<file path="src/sv/vth_pkg.sv">
// shared constants, codes and structs of the viewport table hit test
package vth_pkg;

    localparam int COORD_BITS        = 13;
    localparam int MAX_VIEWPORTS_DEF = 16;
    localparam int OP_BITS           = 3;
    localparam int INDEX_BITS        = 4;
    localparam int COUNT_BITS        = 5;

    typedef logic [COORD_BITS-1:0] t_coord;

    typedef enum logic [OP_BITS-1:0] {
        OP_CREATE        = 3'd0,
        OP_ACTIVATE      = 3'd1,
        OP_RESIZE        = 3'd2,
        OP_CLIENT_RESIZE = 3'd3,
        OP_MAXIMIZE      = 3'd4,
        OP_SELECT        = 3'd5,
        OP_HIT_TEST      = 3'd6,
        OP_QUERY         = 3'd7
    } t_op;

    // controller to datapath
    typedef struct packed {
        logic load;
        logic exec;
        logic scan;
        logic capture_query;
        logic finish_scan;
        logic emit;
    } t_cmd;

    // datapath to controller
    typedef struct packed {
        t_op  op;
        logic scan_done;
        logic out_free;
    } t_status;

    typedef struct packed {
        logic                  hit_found;
        logic [INDEX_BITS-1:0] hit_index;
        t_coord                rect_left;
        t_coord                rect_bottom;
        t_coord                rect_width;
        t_coord                rect_height;
        logic                  is_active;
        logic                  is_selected;
        logic                  index_error;
    } t_result;

endpackage

</file>
<file path="src/sv/vth_datapath.sv">
// table storage, flags, point test and result registers
module vth_datapath #(
    parameter int MAX_VIEWPORTS = vth_pkg::MAX_VIEWPORTS_DEF
) (
    input  logic                              i_clk,
    input  logic                              i_rst_n,
    input  vth_pkg::t_cmd                     i_cmd,
    output vth_pkg::t_status                  o_status,
    input  logic [vth_pkg::OP_BITS-1:0]       i_op,
    input  logic [vth_pkg::INDEX_BITS-1:0]    i_entry_index,
    input  logic [vth_pkg::COUNT_BITS-1:0]    i_entry_count,
    input  vth_pkg::t_coord                   i_pos_x,
    input  vth_pkg::t_coord                   i_pos_y,
    input  vth_pkg::t_coord                   i_size_w,
    input  vth_pkg::t_coord                   i_size_h,
    input  logic                              i_out_ready,
    output logic                              o_out_valid,
    output vth_pkg::t_result                  o_result
);

    localparam int IW = (MAX_VIEWPORTS > 1) ? $clog2(MAX_VIEWPORTS) : 1;
    localparam int CW = $clog2(MAX_VIEWPORTS + 1);
    localparam int CB = vth_pkg::COORD_BITS;
    localparam int XB = vth_pkg::INDEX_BITS;

    // latched word
    vth_pkg::t_op                r_op;
    logic [XB-1:0]               r_idx;
    logic [vth_pkg::COUNT_BITS-1:0] r_cnt;
    vth_pkg::t_coord             r_px;
    vth_pkg::t_coord             r_py;
    vth_pkg::t_coord             r_sw;
    vth_pkg::t_coord             r_sh;

    // table state
    logic [CW-1:0]               r_count;
    vth_pkg::t_coord             r_client_w;
    vth_pkg::t_coord             r_client_h;
    logic                        r_max_vld;
    logic [IW-1:0]               r_max_entry;
    logic [MAX_VIEWPORTS-1:0]    r_active;
    logic [MAX_VIEWPORTS-1:0]    r_selected;
    logic [MAX_VIEWPORTS-1:0]    r_geo_vld;

    vth_pkg::t_coord             r_mem_left   [MAX_VIEWPORTS];
    vth_pkg::t_coord             r_mem_bottom [MAX_VIEWPORTS];
    vth_pkg::t_coord             r_mem_width  [MAX_VIEWPORTS];
    vth_pkg::t_coord             r_mem_height [MAX_VIEWPORTS];

    // read port and scan
    logic [IW-1:0]               r_scan_idx;
    logic                        r_rd_live;
    logic [IW-1:0]               r_rd_idx;
    vth_pkg::t_coord             r_rd_left;
    vth_pkg::t_coord             r_rd_bottom;
    vth_pkg::t_coord             r_rd_width;
    vth_pkg::t_coord             r_rd_height;
    logic                        r_rd_geo_vld;
    logic                        r_rd_active;
    logic                        r_rd_selected;
    logic [CB:0]                 r_y_flip;

    vth_pkg::t_result            r_pend;
    vth_pkg::t_result            r_out;
    logic                        r_out_vld;

    logic [IW+XB-1:0]            w_idx_wide;
    logic [IW-1:0]               w_idx;
    logic                        w_idx_ok;
    logic                        w_cnt_over;
    logic [CW-1:0]               w_cnt_sat;
    logic                        w_max_ok;
    logic [IW-1:0]               w_rd_addr;
    logic [IW-1:0]               w_wr_addr;
    logic                        w_wr_wh;
    logic                        w_wr_lb;
    vth_pkg::t_coord             w_wr_left;
    vth_pkg::t_coord             w_wr_bottom;
    vth_pkg::t_coord             w_wr_width;
    vth_pkg::t_coord             w_wr_height;
    vth_pkg::t_coord             w_g_left;
    vth_pkg::t_coord             w_g_bottom;
    vth_pkg::t_coord             w_g_width;
    vth_pkg::t_coord             w_g_height;
    logic                        w_y_neg;
    logic                        w_hit;
    logic                        w_last;
    logic [IW+XB-1:0]            w_rd_idx_wide;
    logic [MAX_VIEWPORTS-1:0]    w_idx_onehot;
    logic [MAX_VIEWPORTS-1:0]    w_hit_onehot;
    vth_pkg::t_result            w_exec_res;
    vth_pkg::t_result            w_query_res;
    vth_pkg::t_result            w_scan_res;

    assign w_idx_wide   = {{IW{1'b0}}, r_idx};
    assign w_idx        = w_idx_wide[IW-1:0];
    assign w_idx_ok     = 32'(r_idx) < 32'(r_count);
    assign w_cnt_over   = 32'(r_cnt) > 32'(MAX_VIEWPORTS);
    assign w_cnt_sat    = w_cnt_over ? CW'(MAX_VIEWPORTS) : CW'(r_cnt);
    assign w_max_ok     = r_max_vld && (32'(r_max_entry) < 32'(r_count));
    assign w_idx_onehot = MAX_VIEWPORTS'(1) << w_idx;
    assign w_hit_onehot = MAX_VIEWPORTS'(1) << r_rd_idx;

    assign w_rd_addr = i_cmd.scan ? r_scan_idx : w_idx;

    // table writes: resize, maximize, and client resize on the maximized entry
    assign w_wr_addr = (r_op == vth_pkg::OP_CLIENT_RESIZE) ? r_max_entry : w_idx;
    always_comb begin
        w_wr_wh = 1'b0;
        case (r_op)
            vth_pkg::OP_RESIZE:        w_wr_wh = i_cmd.exec && w_idx_ok;
            vth_pkg::OP_MAXIMIZE:      w_wr_wh = i_cmd.exec && w_idx_ok;
            vth_pkg::OP_CLIENT_RESIZE: w_wr_wh = i_cmd.exec && w_max_ok;
            default:                   w_wr_wh = 1'b0;
        endcase
    end
    // a cleared entry gets its zero origin written with its new size
    assign w_wr_lb = w_wr_wh &&
                     ((r_op != vth_pkg::OP_CLIENT_RESIZE) || !r_geo_vld[w_wr_addr]);
    assign w_wr_left   = (r_op == vth_pkg::OP_RESIZE) ? r_px : '0;
    assign w_wr_bottom = (r_op == vth_pkg::OP_RESIZE) ? r_py : '0;
    assign w_wr_width  = (r_op == vth_pkg::OP_MAXIMIZE) ? r_client_w : r_sw;
    assign w_wr_height = (r_op == vth_pkg::OP_MAXIMIZE) ? r_client_h : r_sh;

    always_ff @(posedge i_clk) begin
        if (w_wr_lb) begin
            r_mem_left[w_wr_addr]   <= w_wr_left;
            r_mem_bottom[w_wr_addr] <= w_wr_bottom;
        end
        if (w_wr_wh) begin
            r_mem_width[w_wr_addr]  <= w_wr_width;
            r_mem_height[w_wr_addr] <= w_wr_height;
        end
        r_rd_left     <= r_mem_left[w_rd_addr];
        r_rd_bottom   <= r_mem_bottom[w_rd_addr];
        r_rd_width    <= r_mem_width[w_rd_addr];
        r_rd_height   <= r_mem_height[w_rd_addr];
        r_rd_geo_vld  <= r_geo_vld[w_rd_addr];
        r_rd_active   <= r_active[w_rd_addr];
        r_rd_selected <= r_selected[w_rd_addr];
        r_rd_idx      <= w_rd_addr;
    end

    // geometry of a cleared entry reads as zero
    assign w_g_left   = r_rd_geo_vld ? r_rd_left   : '0;
    assign w_g_bottom = r_rd_geo_vld ? r_rd_bottom : '0;
    assign w_g_width  = r_rd_geo_vld ? r_rd_width  : '0;
    assign w_g_height = r_rd_geo_vld ? r_rd_height : '0;

    // strict containment, y already flipped and possibly negative
    assign w_y_neg = r_y_flip[CB];
    assign w_hit = r_rd_live && r_rd_active &&
                   (r_px > w_g_left) &&
                   ({1'b0, r_px} < ({1'b0, w_g_left} + {1'b0, w_g_width})) &&
                   !w_y_neg && (r_y_flip[CB-1:0] > w_g_bottom) &&
                   ({1'b0, r_y_flip[CB-1:0]} < ({1'b0, w_g_bottom} + {1'b0, w_g_height}));
    assign w_last = r_rd_live && ((32'(r_rd_idx) + 32'd1) == 32'(r_count));
    assign w_rd_idx_wide = {{XB{1'b0}}, r_rd_idx};

    always_comb begin
        w_exec_res = '0;
        case (r_op)
            vth_pkg::OP_CREATE:        w_exec_res.index_error = w_cnt_over;
            vth_pkg::OP_ACTIVATE:      w_exec_res.index_error = !w_idx_ok;
            vth_pkg::OP_RESIZE:        w_exec_res.index_error = !w_idx_ok;
            vth_pkg::OP_MAXIMIZE:      w_exec_res.index_error = !w_idx_ok;
            default:                   w_exec_res.index_error = 1'b0;
        endcase
    end

    always_comb begin
        w_query_res = '0;
        if (w_idx_ok) begin
            w_query_res.rect_left   = w_g_left;
            w_query_res.rect_bottom = w_g_bottom;
            w_query_res.rect_width  = w_g_width;
            w_query_res.rect_height = w_g_height;
            w_query_res.is_active   = r_rd_active;
            w_query_res.is_selected = r_rd_selected;
        end else begin
            w_query_res.index_error = 1'b1;
        end
    end

    always_comb begin
        w_scan_res           = '0;
        w_scan_res.hit_found = w_hit;
        w_scan_res.hit_index = w_hit ? w_rd_idx_wide[XB-1:0] : '0;
    end

    // latched word and scratch registers
    always_ff @(posedge i_clk) begin
        if (i_cmd.load) begin
            r_op  <= vth_pkg::t_op'(i_op);
            r_idx <= i_entry_index;
            r_cnt <= i_entry_count;
            r_px  <= i_pos_x;
            r_py  <= i_pos_y;
            r_sw  <= i_size_w;
            r_sh  <= i_size_h;
        end
        if (i_cmd.exec) begin
            r_y_flip   <= {1'b0, r_client_h} - {1'b0, r_py};
            r_scan_idx <= '0;
            r_pend     <= w_exec_res;
        end else if (i_cmd.scan) begin
            r_scan_idx <= r_scan_idx + IW'(1);
        end
        if (i_cmd.capture_query) begin
            r_pend <= w_query_res;
        end
        if (i_cmd.finish_scan) begin
            r_pend <= w_scan_res;
        end
        if (i_cmd.emit) begin
            r_out <= r_pend;
        end
    end

    // control and table state
    always_ff @(posedge i_clk) begin
        if (!i_rst_n) begin
            r_count    <= '0;
            r_client_w <= '0;
            r_client_h <= '0;
            r_max_vld  <= 1'b0;
            r_max_entry <= '0;
            r_active   <= '0;
            r_selected <= '0;
            r_geo_vld  <= '0;
            r_rd_live  <= 1'b0;
            r_out_vld  <= 1'b0;
        end else begin
            r_rd_live <= i_cmd.scan && (32'(r_scan_idx) < 32'(r_count));
            if (i_cmd.exec) begin
                case (r_op)
                    vth_pkg::OP_CREATE: begin
                        r_count    <= w_cnt_sat;
                        r_geo_vld  <= '0;
                        r_selected <= '0;
                        for (int i = 0; i < MAX_VIEWPORTS; i++) begin
                            r_active[i] <= 32'(i) < 32'(w_cnt_sat);
                        end
                    end
                    vth_pkg::OP_ACTIVATE: begin
                        if (w_idx_ok) begin
                            r_active[w_idx] <= 1'b1;
                        end
                    end
                    vth_pkg::OP_CLIENT_RESIZE: begin
                        r_client_w <= r_sw;
                        r_client_h <= r_sh;
                    end
                    vth_pkg::OP_MAXIMIZE: begin
                        if (w_idx_ok) begin
                            r_active    <= w_idx_onehot;
                            r_max_vld   <= 1'b1;
                            r_max_entry <= w_idx;
                        end
                    end
                    default: begin
                    end
                endcase
                if (w_wr_wh) begin
                    r_geo_vld[w_wr_addr] <= 1'b1;
                end
            end
            if (i_cmd.finish_scan && (r_op == vth_pkg::OP_SELECT)) begin
                r_selected <= w_hit ? w_hit_onehot : '0;
            end
            if (i_cmd.emit) begin
                r_out_vld <= 1'b1;
            end else if (i_out_ready) begin
                r_out_vld <= 1'b0;
            end
        end
    end

    assign o_status.op        = r_op;
    assign o_status.scan_done = w_hit || w_last || (r_count == '0);
    assign o_status.out_free  = !r_out_vld || i_out_ready;

    assign o_out_valid = r_out_vld;
    assign o_result    = r_out;

endmodule

</file>
<file path="config.mk">
export PLATFORM = sky130hd
export DESIGN_NAME = vth_datapath
export DESIGN_NICKNAME = d
export VERILOG_FILES = /design/src/sv/vth_pkg.sv /design/src/sv/vth_datapath.sv
export SDC_FILE = /design/constraint.sdc
export NUM_CORES = 2
export LEC_CHECK = 0
export BUFFER_PORTS_ARGS = -buffer_cell sky130_fd_sc_hd__buf_2
export CAP_MARGIN = 15
export CORE_ASPECT_RATIO = 1.4
export CORE_MARGIN = 2
export CORE_UTILIZATION = 25
export CTS_BUF_LIST = sky130_fd_sc_hd__clkbuf_16
export DETAILED_ROUTE_END_ITERATION = 10
export GPL_TIMING_DRIVEN = 0
export HOLD_SLACK_MARGIN = 0.1
export SYNTH_ARGS = -nofsm -noshare
export SYNTH_HDL_FRONTEND = slang
export SYNTH_SLANG_ARGS = --single-unit
export TNS_END_PERCENT = 20
</file>
<file path="constraint.sdc">
create_clock -name i_clk -period 6.9 [get_ports i_clk]
set_clock_uncertainty 0.15 [all_clocks]
set_input_delay 1.38 -clock i_clk [delete_from_list [all_inputs] [get_ports i_clk]]
set_output_delay 1.38 -clock i_clk [all_outputs]
set_load 0.02 [all_outputs]
</file>
### Word-level counts from Yosys, hierarchy flattened

Memories as Yosys holds them, arrays and structs flattened. A register that Yosys moved wholly into a read port is not among the register bits.
Cells that the tools add are included.
Widths: inputs -> output; s select.

| operators by class | value |
|---|---|
| $add $sub $neg | 5 |
| magnitude comparators | 29 |
| equal/unequal tests | 9 |
| shift operators | 2 |
| mux-type cells | 48 |
| bitwise logic cells | 2 |
| reduce and logical (&&, ||, !) cells | 38 |

Operators with widths:

| kind | number |
|---|---|
| $mux 60 | 3 |
| $mux 16 | 10 |
| $mux 13 | 8 |
| $mux 54 | 1 |
| $pmux 16 s3 | 1 |
| $lt 4x5->1 const A | 8 |
| $or 16x16->16 | 2 |
| $shl 1x4->16 const A | 2 |
| $add 13x13->14 | 2 |
| $lt 13x14->1 | 2 |
| $gt 13x13->1 | 2 |
| $lt 3x5->1 const A | 4 |
| $bmux 1 s4 | 4 |
| $logic_and 1x1->1 | 15 |
| $lt 4x5->1 | 3 |
| $lt 4x5->1 const B | 3 |
| $sub 13x13->14 | 1 |
| $mux 1 | 13 |
| $mux 4 | 3 |
| $lt 1x5->1 const A | 2 |
| $lt 2x5->1 const A | 2 |
| $demux 1 s4 | 2 |
| $ge 4x1->1 const B | 2 |
| $reduce_bool 2->1 | 4 |
| other kinds (21) | 34 |

| storage, ports and cells | value |
|---|---|
| register bits | 295 |
| RAM bits | 832 |
| input bits | 73 |
| output and inout port bits | 66 |
| memories kept | 4 |

Memories:

| memory | depth | width | rd ports | clocked after memory_dff | write ports | line | source |
|---|---|---|---|---|---|---|---|
| r_mem_bottom | 16 | 13 | 1 | 1 | 1 | vth_datapath.sv:46 | `vth_pkg::t_coord r_mem_bottom [MAX_VIEWPORTS];` |
| r_mem_height | 16 | 13 | 1 | 1 | 1 | vth_datapath.sv:48 | `vth_pkg::t_coord r_mem_height [MAX_VIEWPORTS];` |
| r_mem_left | 16 | 13 | 1 | 1 | 1 | vth_datapath.sv:45 | `vth_pkg::t_coord r_mem_left [MAX_VIEWPORTS];` |
| r_mem_width | 16 | 13 | 1 | 1 | 1 | vth_datapath.sv:47 | `vth_pkg::t_coord r_mem_width [MAX_VIEWPORTS];` |

### Longest topological paths before layout

| logic depth | value |
|---|---|
| depth after elaboration | 9 |
| depth in mapped cells | 20 |
| mapped depth without buffers | 18 |

### Worst setup path before layout

Ideal clock, no wire load.

| timing path | value |
|---|---|
| path kind | reg-to-output |
| from | register r_rd_geo_vld |
| to | output o_status[1] (netlist name) |
| data arrival time | 4.315 ns |
| setup slack | 1.055 ns |
| cell stages (with the launch flop) | 21 |
| cell sequence | dfxtp_1 -> clkbuf_1 -> and2_1 -> ha_1 -> fa_1 -> a21o_1 -> a21oi_1 -> o21bai_1 -> o2bb2ai_1 -> nor4_1 -> nor3_1 -> xnor2_1 -> ha_1 -> or4_1 -> a21oi_1 -> o21ai_1 -> a21oi_1 -> a2111oi_0 -> a221oi_1 -> clkbuf_1 -> a311o_1 |

RTL lines:

| what | line | source |
|---|---|---|
| start, declared | vth_datapath.sv:58 | `logic r_rd_geo_vld;` |
| start signal, assigned | vth_datapath.sv:138 | `r_rd_geo_vld <= r_geo_vld[w_rd_addr];` |
| end, declared | vth_datapath.sv:8 | `output vth_pkg::t_status o_status,` |

==> reports/metrics.csv <==
metric;value;unit
Post-route DRC;0;
Setup-failing EPs final;0;
number of buffers created by CTS;103;
capture instance of the worst register-to-register path;r_selected[4]$_SDFFE_PN0P_;
final std cell area, no fill;56600;sq um
pre-CTS setup slack;-1.29;ns
Max Cap Violations;0;
TNS Setup;0;ns
clock latency at the later pin of the worst-skew pair;0.74;ns
height of the die;523;um
TritonCTS clock tree;done;
via count of the first global-routing pass;32800;
clk buf depth;3;
post-synth top area share;61.0;%
fraction of final layout cells sized beyond drive strength 1;10.7;%
Fill cells;19400;
register area;33400;sq um
worst hold path stage count;0;
gp weighted congestion;0.915;
flop2flop setup slack;1.65;ns
leftover overflow at the end of global routing;0;
routed vias;33000;
overall die area;196000;sq um
Most Used Layer, Global Route;met2;
largest net degree at the start of global routing;53;
clock net sink count;1179;
Clock Tree Root;sky130_fd_sc_hd__clkbuf_16;
cells along the critical path;buf_8, and2_4, ha_2, fa_2, a21o_1, a21oi_2, o21bai_2, o2bb2ai_2, nor4_2, nor3_1, xnor2_1, ha_1, or4_1, a21oi_2, o21ai_1, a21oi_2, a2111oi_2, a221oi_2, buf_6, a311o_2, buf_6;
Max H-tree Level;3;
Power per Cell Area;284;nW/um^2
Post-Syn Area per Cell;12.2;sq um
maximum clock frequency;0.149;GHz
cell type with the highest occurrence count on the critical path;sky130_fd_sc_hd__a21oi_2;
share of the cycle needed by the critical path after routing;97.0;%
worst hold endpoint;o_result[55]$_DFFE_PP_;
global-route wire length before repair;224;mm
Post-Syn Instances;3930;
initial cell density of the core;25.1;%
post-CTS clock slew at the launch and capture registers of the worst setup and hold paths;0.07;ns
leakage power total;0.0202;uW
hold path startpoint;r_pend[55]$_SDFFCE_PN0P_;
hold crit path type;register to register;
total length of routed wires;157;mm
most instantiated library cell after synthesis;sky130_fd_sc_hd__nand2_1;
signed area change from the synthesized netlist to the final layout;17.9;%
data required time at the worst endpoint;5.37;ns
clock period minus final worst setup slack;6.69;ns
most area-hungry cell type in the Yosys netlist;sky130_fd_sc_hd__edfxtp_1;
met3 global-route usage;2.58;%
crit-path leading delay family;compound AO/OA/AOI/OAI gates;
largest incremental delay on the critical path;0.54;ns
detail-routed net length per standard cell;23.1;um
standard cell core area;191000;sq um
proportion of synthesized flip-flops having asynchronous set or reset;0;%
critical path depth;21;
Initial DRC Count;3203;
number of iterations in the first detailed-routing pass;9;
worst slew slack as a fraction of its limit;9.24;%
post-placement cell area;52900;sq um
count of yosys warnings during synthesis;0;
combined global-route utilization of all metal layers;15.7;%
Slew @ Worst Pin;1.36;ns
leading post-synthesis cells by cell area;sky130_fd_sc_hd__edfxtp_1, sky130_fd_sc_hd__dfxtp_1, sky130_fd_sc_hd__nand2_1, sky130_fd_sc_hd__nand3_1, sky130_fd_sc_hd__ha_1;
average via count per standard cell;4.85;
met1 demand-to-capacity share in global routing;15.8;%
number of slew-limit violations in the final report;0;
CP max stage cell;sky130_fd_sc_hd__or4_1;
worst-case reg-to-reg path depth;23;
sequential fraction of the synthesis area;69.5;%
number of nets with antenna violations after detailed routing;0;
number of synthesized register bits;1179;
multi-input combinational cell area;13800;sq um
sort of element at the end of the critical path;output pin;
I/O pin count;139;
cell area after technology mapping;48000;sq um
Synth cell types;69;
Post-Syn Nets;4111;
number of core rows;190;
count of flip-flops with a built-in enable after synthesis;975;
Design Power;16100;uW
top cells by instance count after synthesis;sky130_fd_sc_hd__nand2_1, sky130_fd_sc_hd__edfxtp_1, sky130_fd_sc_hd__nand3_1;
Most used DFF post-synth;sky130_fd_sc_hd__edfxtp_1;
number of I/O port buffers;136;
Max rail drop VDD;0.201;mV
worst path bufs/invs;3;
critical path class;register to output pin;
Worst Hold Margin;0.273;ns
worst flop-to-flop path startpoint;r_rd_geo_vld$_DFF_P_;
worst path setup slack after routing;0.210;ns
nature of the critical path startpoint;register;
Crit path arrival time;5.16;ns
critical path fanouts, max;10;
met2 usage in global routing;28.5;%
number of endpoints with negative hold slack in the final report;0;
number of antenna violations at the first check in global routing;21;
number of nets in the layout;4393;
die width;374;um
post-detail-place hpwl;117;mm
status;finished clean;
metal layers:
metal	part of all wire [%]	vias up
met5	0.050	-
met4	8.7	14
met3	6.7	477
met2	51	1476
met1	34	16100
li1	-	14900
layout by cell type, fill, tap and decap left out, types with 49 or more instances in the layout:
cell,instances
sky130_fd_sc_hd__a311oi_1,111
sky130_fd_sc_hd__nand2_1,1025
sky130_fd_sc_hd__clkbuf_1,196
sky130_fd_sc_hd__ha_1,104
sky130_fd_sc_hd__a22o_1,62
sky130_fd_sc_hd__buf_2,158
sky130_fd_sc_hd__dfxtp_1,203
sky130_fd_sc_hd__a31oi_1,65
sky130_fd_sc_hd__edfxtp_1,975
sky130_fd_sc_hd__and2_1,55
sky130_fd_sc_hd__clkbuf_16,105
sky130_fd_sc_hd__a21oi_1,80
sky130_fd_sc_hd__and3_1,63
sky130_fd_sc_hd__inv_1,81
sky130_fd_sc_hd__o21ai_0,49
sky130_fd_sc_hd__nand3_1,466
per-stage QoR:
stage	utilization [%]	cells
floorplan	-	3930
global placement	27.1	6562
detailed placement	27.7	6599
CTS	29.6	6796
global route	29.6	6799
finish	29.6	6803
where the power goes:
part,internal (uW),switching [uW],leakage (uW)
clock network,3390,2710,0.00181
logic,543,1390,0.00714
registers,7890,163,0.0112
how the worst max path moves through the flow:
stage                        endpoint            startpoint  slack [ns]
after CTS                 o_status[1]  r_rd_geo_vld$_DFF_P_        0.04
after floorplan           o_status[1]  r_rd_geo_vld$_DFF_P_        1.05
final                     o_status[1]  r_rd_geo_vld$_DFF_P_        0.21
after detailed placement  o_status[1]  r_rd_geo_vld$_DFF_P_       -1.29
after global placement    o_status[1]  r_rd_geo_vld$_DFF_P_       -1.29
after global routing      o_status[1]  r_rd_geo_vld$_DFF_P_       -0.03
sequential cells by signal, summed over array words and instances (netlist names), 14 cells and up:
name and flops:
r_mem_bottom 208, r_geo_vld 16, r_mem_height 208, o_result 60, r_selected 16, r_y_flip 14, r_pend 60, r_mem_left 208
r_mem_width 208, r_active 16
timing repair:
item	CTS	global route
resized for setup	21	19
pin swaps	3	7
hold endpoints to repair	0	0
hold buffers	0	0
endpoints found under the setup margin	1	1
buffers inserted	3	1
layout make-up:
cell class | count | share of cell area, %
Sequential cell | 1179 | 58.9
Multi-Input combinational cell | 2440 | 24.3
Tap cell | 2496 | 5.52
Clock buffer | 105 | 4.64
Timing Repair Buffer | 178 | 2.81
Buffer | 241 | 1.69
Clock inverter | 90 | 1.60
Inverter | 69 | 0.457
Antenna cell | 5 | 0.0221
cell families after synthesis:
logic type / count (synthesis) / synth area share, %
buffers and inverters: 311 / 2.50
XOR/XNOR: 40 / 0.730
adder cells (fa/ha/maj): 109 / 2.88
multiplexers: 46 / 1.14
flip-flops: 1179 / 69.5
AO/OA/AOI/OAI: 471 / 7.11
AND/OR/NAND/NOR: 1774 / 16.2
No activity file was read; power rests on OpenSTA's default activity.
